## config.mk

```make
export PLATFORM = sky130hd
export DESIGN_NAME = psc_blend
export DESIGN_NICKNAME = d
export VERILOG_FILES = /design/src/design/psc_pkg.sv /design/src/design/psc_blend.sv
export SDC_FILE = /design/constraint.sdc
export NUM_CORES = 1
export LEC_CHECK = 0
export ABC_AREA = 1
export BUFFER_PORTS_ARGS = -buffer_cell sky130_fd_sc_hd__buf_2
export CORE_MARGIN = 2
export CORE_UTILIZATION = 49
export DETAILED_ROUTE_END_ITERATION = 10
export HOLD_SLACK_MARGIN = 0.12
export PLACE_DENSITY = 0.71
export REMOVE_ABC_BUFFERS = 1
export SLEW_MARGIN = 20
export SYNTH_ARGS = -nofsm -noshare
export SYNTH_HDL_FRONTEND = slang
export SYNTH_SLANG_ARGS = --single-unit
```

## constraint.sdc

```tcl
create_clock -name clock -period 13.3 [get_ports clock]
set_clock_uncertainty 0.2 [all_clocks]
set_input_delay 0.665 -clock clock [delete_from_list [all_inputs] [get_ports clock]]
set_output_delay 0.665 -clock clock [all_outputs]
set_load 0.02 [all_outputs]
```

## src/design/psc_pkg.sv

```systemverilog
package psc_pkg;

   localparam logic [1:0] OP_CLEAR = 2'd0;
   localparam logic [1:0] OP_STAMP = 2'd1;
   localparam logic [1:0] OP_READ  = 2'd2;
   localparam logic [1:0] OP_NONE  = 2'd3;

   localparam logic [2:0] CSR_WIDTH  = 3'd0;
   localparam logic [2:0] CSR_HEIGHT = 3'd1;
   localparam logic [2:0] CSR_SCALE  = 3'd2;
   localparam logic [2:0] CSR_RED    = 3'd3;
   localparam logic [2:0] CSR_GREEN  = 3'd4;
   localparam logic [2:0] CSR_BLUE   = 3'd5;
   localparam logic [2:0] CSR_BACK   = 3'd6;

   localparam int NUM_CLASS = 10;

   typedef enum logic [2:0] {
      ST_IDLE,
      ST_CLEAR,
      ST_STAMP_RD,
      ST_STAMP_WAIT,
      ST_STAMP_WR,
      ST_READ_WAIT,
      ST_READ_OUT
   } state_type;

   // Weight 9'h100 is full weight, zero is absent.
   function automatic logic [8:0] fp_weight(input logic [3:0] sel, input logic [3:0] cls);
      logic [8:0] w;
      w = 9'd0;
      unique case (sel)
         4'd0: w = (cls == 4'd0) ? 9'd256 : 9'd0;
         4'd1: w = (cls == 4'd0) ? 9'd256 : (cls == 4'd1) ? 9'd64 : 9'd0;
         4'd2: w = (cls == 4'd0) ? 9'd256 : (cls == 4'd1) ? 9'd128 : 9'd0;
         4'd3, 4'd6: w = (cls <= 4'd1) ? 9'd256 : 9'd0;
         4'd4: begin
            case (cls)
               4'd0, 4'd1: w = 9'd256;
               4'd2: w = 9'd128;
               4'd3: w = 9'd96;
               default: w = 9'd0;
            endcase
         end
         4'd5: begin
            case (cls)
               4'd0, 4'd1, 4'd2: w = 9'd256;
               4'd3: w = 9'd180;
               4'd4: w = 9'd128;
               4'd5: w = 9'd64;
               default: w = 9'd0;
            endcase
         end
         4'd7: w = (cls <= 4'd1) ? 9'd256 : (cls == 4'd2) ? 9'd96 : 9'd0;
         4'd8: w = (cls <= 4'd1) ? 9'd256 : (cls == 4'd2) ? 9'd160 : 9'd0;
         4'd9: w = (cls <= 4'd2) ? 9'd256 : (cls == 4'd3) ? 9'd128 : 9'd0;
         4'd10: begin
            case (cls)
               4'd0, 4'd1, 4'd2: w = 9'd256;
               4'd3: w = 9'd200;
               4'd4: w = 9'd160;
               4'd5: w = 9'd96;
               default: w = 9'd0;
            endcase
         end
         4'd11: begin
            case (cls)
               4'd0, 4'd1, 4'd2, 4'd3: w = 9'd256;
               4'd6: w = 9'd180;
               4'd7: w = 9'd128;
               4'd8: w = 9'd96;
               4'd9: w = 9'd48;
               default: w = 9'd0;
            endcase
         end
         default: w = 9'd0;
      endcase
      return w;
   endfunction

   function automatic logic [1:0] cls_a(input logic [3:0] cls);
      case (cls)
         4'd0: return 2'd0;
         4'd1, 4'd2: return 2'd1;
         4'd3, 4'd4, 4'd5: return 2'd2;
         default: return 2'd3;
      endcase
   endfunction

   function automatic logic [1:0] cls_b(input logic [3:0] cls);
      case (cls)
         4'd2, 4'd4, 4'd7: return 2'd1;
         4'd5, 4'd8: return 2'd2;
         4'd9: return 2'd3;
         default: return 2'd0;
      endcase
   endfunction

endpackage

```

## src/design/psc_blend.sv

```systemverilog
// Weighting and source-over blend of one pixel, two stages split by a register.
// Stage one applies the footprint weight; stage two blends with the frame word.
module psc_blend import psc_pkg::*; (
   input  logic        clock,
   input  logic [8:0]  weight,
   input  logic [7:0]  src_a,
   input  logic [7:0]  src_r,
   input  logic [7:0]  src_g,
   input  logic [7:0]  src_b,
   input  logic [31:0] dest,
   output logic [31:0] result
);
   logic [7:0]  wa, wr, wg, wb;
   logic [7:0]  ws_ff [4];
   logic        full_ff;
   logic [31:0] res;
   logic [7:0]  inv;
   logic [15:0] prod;
   logic [31:0] scaled;

   always_comb begin
      if (weight[8]) begin
         wa = src_a; wr = src_r; wg = src_g; wb = src_b;
      end else begin
         wa = 8'((16'(src_a) * 16'(weight[7:0])) >> 8);
         wr = 8'((16'(src_r) * 16'(weight[7:0])) >> 8);
         wg = 8'((16'(src_g) * 16'(weight[7:0])) >> 8);
         wb = 8'((16'(src_b) * 16'(weight[7:0])) >> 8);
      end
   end

   always_ff @(posedge clock) begin
      ws_ff[3] <= wa;
      ws_ff[2] <= wr;
      ws_ff[1] <= wg;
      ws_ff[0] <= wb;
      full_ff  <= weight[8];
   end

   always_comb begin
      inv = 8'd255 - ws_ff[3];
      res = {ws_ff[3], ws_ff[2], ws_ff[1], ws_ff[0]};
      prod = '0;
      scaled = '0;
      if (full_ff && ws_ff[3] == 8'd255) begin
         res = {ws_ff[3], ws_ff[2], ws_ff[1], ws_ff[0]};
      end else if (ws_ff[3] == 8'd0) begin
         res = dest;
      end else if (dest != 32'd0) begin
         for (int i = 0; i < 4; i++) begin
            prod = 16'(dest[8*i +: 8]) * 16'(inv);
            scaled = 32'(prod) * 32'h8081;
            res[8*i +: 8] = ws_ff[i] + scaled[30:23];
         end
      end
   end

   assign result = res;
endmodule

```

# Yosys cells after proc, flatten, opt, wreduce, memory -nomap -nowiden
# Memories as Yosys holds them, arrays and structs flattened.
# Cells that the tools add are included.
# op_classes
add_sub_neg,5
n_mul,12
div_mod_pow,0
magnitude_cmp,0
n_eq_ne,1
n_shift,0
mux,7
bitwise,0
n_reduce_logical,3
# ops
cell,n
$mul 8x8->16,8
$mul 16x16->31 const B,4
$mux 32,3
$add 8x8->8,4
$mux 8,4
$reduce_bool 32->1,1
$eq 8x8->1 const B,1
$logic_not 8->1,1
$sub 8x8->8 const A,1
$logic_and 1x1->1,1
# word_totals
ff_bits,1
latch_bits,0
ram_bits,32
rom_bits,0
in_bits,74
out_inout_bits,32
wordCells,30
mem_count,1
# memory_table
name,words,width,rd,rd_clocked_by_memory_dff,wr,line,rtl
ws_ff,4,8,4,0,4,psc_blend.sv:14,logic [7:0] ws_ff [4];

# Logic depth before layout (Yosys ltp)
# depth
ltp_word,7
ltp_mapped,52
ltp_nobuf,51

# Worst setup path before layout
# Ideal clock, no wire load.
# synth_path
path_type,register to output
start,memory ws_ff[3][2]
end,output result[30]
arrival_ps,7835
required_time_ps,12435
slack_ps,4600
path_stages_with_launch,40
path_buffers,2
cell_sequence,dfxtp_1 -> clkbuf_1 -> clkbuf_1 -> nor2_1 -> fa_1 -> fa_1 -> fa_1 -> inv_1 -> fa_1 -> inv_1 -> ha_1 -> nand2_1 -> o21ai_0 -> nand2_1 -> nand3_1 -> nand2_1 -> nand2_2 -> inv_1 -> [... 4 more ...] -> ha_1 -> a21oi_1 -> o21ai_0 -> nand3_1 -> nand2_1 -> a21oi_1 -> xnor2_1 -> ha_1 -> fa_1 -> nand2_1 -> nand2_1 -> a21oi_1 -> nor2_1 -> o21ai_0 -> nand2_1 -> xor2_1 -> a21oi_1 -> o21ai_0
# synth_rtl
element,line,rtl
"start, declared",psc_blend.sv:14,
"end, declared",psc_blend.sv:11,output logic [31:0] result

==> flow_summary.ini <==
[die]
initial_utilization_pct = 49.61
die_y_microns = 232.1
coreArea_sq_um = 51410
num_rows = 83
die_w_microns = 232.1
die_area_sq_um = 53890
io_pins = 106

[synth]
synth_edf_count = 0
yosysTopAreaCellShare_pct = 25.95
yosys_warnings = 0
synth-async-reset-ratio_pct = 0
synth_flop_cell = dfxtp_1
synth_xor_area_share_pct = 2.890
yosysMostFrequentCell = nand2_1
synth-compound-area-share_pct = 8.704
synth_top_area_cell = ha_1
seq_area_frac_synth_pct = 2.591
syn_inst = 3690
ys_types = 51
ys_top_cells_by_count = 796 x nand2_1, 760 x inv_1, 529 x ha_1, 438 x nor2_1, 288 x fa_1
synthMuxAreaShare_pct = 0
syn-cell-area_sq_um = 25500
yosys.area_share.simple_pct = 23.99
avgSynthCellArea_sq_um = 6.911
synth_area_leaders = ha_1 26%, fa_1 23%, nand2_1 12%
synthAdderAreaFrac_pct = 48.56
ys_seq_elements = 33
synth_top_family_by_area = adder cells

[critical_path]
slowest_delay_ps = 540
critPathArrivalTime_ps = 8930
required_ps = 12440
crit_slowest_cell = fa_1
critPathMaxFanout = 25
crit_path_start = ws_ff[3][3]
crit_top_cell = nand2_1
cp-end-kind = output pin
cp-start-kind = flop
path_class = flop to output pin

[finish]
synthToLayoutAreaGrowth_pct = 4.455
fin_util_pct = 51.82
num_antenna_cells = 0
drive_above_1_share_pct = 5.446
final_nets = 4600

[route]
antenna_left = 0
first_pass_iters = 5
viasPerCell = 5.302
drt_first_iter_violations = 1289
remaining_drc_errors = 0
wl_per_cell_microns = 15.29
vias = 23270
drt_wl_total_microns = 67110

[flow_run]
maxCapViolations = 0

[min_path]
hp-start = src_r[7]
hp-class = input port to flop

[timing]
period_share_pct = 73.62
relSlewSlack_pct = 39.23
fmax_ghz = 0.1021
finalSetupViolCount = 0
slew_viol_final = 0
finalSetupTns_ps = 0
rsz0062_at_grt = false
hold_violations = 0
worstMarginPinSlew_ps = 910.5
finalCriticalPeriod_ps = 9792

[clock_network]
cts_hold_buf = 0
clockBufferDepth = 2
root_buffer = clkbuf_16
clk_pin_slew_ps = 50
cts_setup_buffers = 0
cts_sinks = 33
cts_tree = built
cts_made_buffers = 5
cts_resized = 0
h-tree-depth = 2

[global_route]
grt_usage_pct = 25.59
grt_pass1_wl_microns = 112900
grt_pass1_vias = 23430
grt_overflow = 0
grt_max_degree = 48
grt_antenna_before_repair = 2

[placed_design]
gp_congestion = 0.9463
io_buffers = 105
hpwl_microns = 55580

[outcome]
outcome = finished clean
==> worst max-delay path: cells and delay by family (launching register included) <==
kind / cells / cell delay [ps]
compound gates: 8 / 1300
xor+xnor: 2 / 310
fa+ha+maj: 12 / 4380
buf+inv: 7 / 1110
flops: 1 / 460
simple gates: 12 / 1060
==> path summary, 6_finish.rpt <==
check	to	cells after the start
setup / recovery	result[30]	41
hold / removal	ws_ff[2][7]	3
==> kinds of logic after synthesis <==
family / Yosys count
flip-flops: 33
XOR/XNOR: 82
adder cells (fa/ha/maj): 817
buffers and inverters: 881
AND/OR/NAND/NOR: 1483
AO/OA/AOI/OAI: 394
==> state kept, by name, summed over array words and instances (netlist names) <==
| signal | cells |
|---|---|
| full_ff | 1 |
| ws_ff | 32 |
==> cells in the final DEF (no fill, tap or decap), types with 10 or more instances in the layout <==
master      n
nand2_1   796
inv_1     760
ha_1      529
nor2_1    438
fa_1      288
a21oi_1   194
nand3_1   119
buf_2     105
o21ai_0    90
xor2_1     49
nand4_1    32
xnor2_1    32
dfxtp_1    32
nand2_2    27
o211ai_1   23
nor3_1     20
inv_2      18
o21ai_1    18
a21o_1     14
nor4_1     12
o221ai_1   10
o22ai_1    10
buf_4      10
==> per-layer routing <==
layer / track usage (%) / vias up / routed length (microns)
li1: - / 11530 / -
met1: 32.93 / 10910 / 29230
met2: 45.03 / 728 / 31730
met3: 4.506 / 101 / 4980
met4: 4.688 / 2 / 1158
met5: 0 / - / 11
==> cell type report <==
class | count | area (sq um)
fill | 5193 | 24770
multi-input combinational | 2776 | 21460
inverter | 778 | 2920
tap | 680 | 850.8
sequential | 33 | 661.9
timing repair buffer | 115 | 600.6
clock buffer | 6 | 138.9
clock inverter | 1 | 7.507
==> stage by stage <==
stage	hold WS, ps	cells	cell area, sq um	setup WS, ps
2_1_floorplan	492.7	3587	25040	4449
3_3_place_gp	819.7	4382	26490	3942
3_5_place_dp	820.5	4382	26490	3856
4_1_cts	535.5	4389	26640	3569
5_1_grt	571.7	4389	26640	2958
6_report	543.4	4389	26640	3508
Power is not shown: default switching activity piles up to over one toggle a cycle in this logic, so the estimate is an artifact.
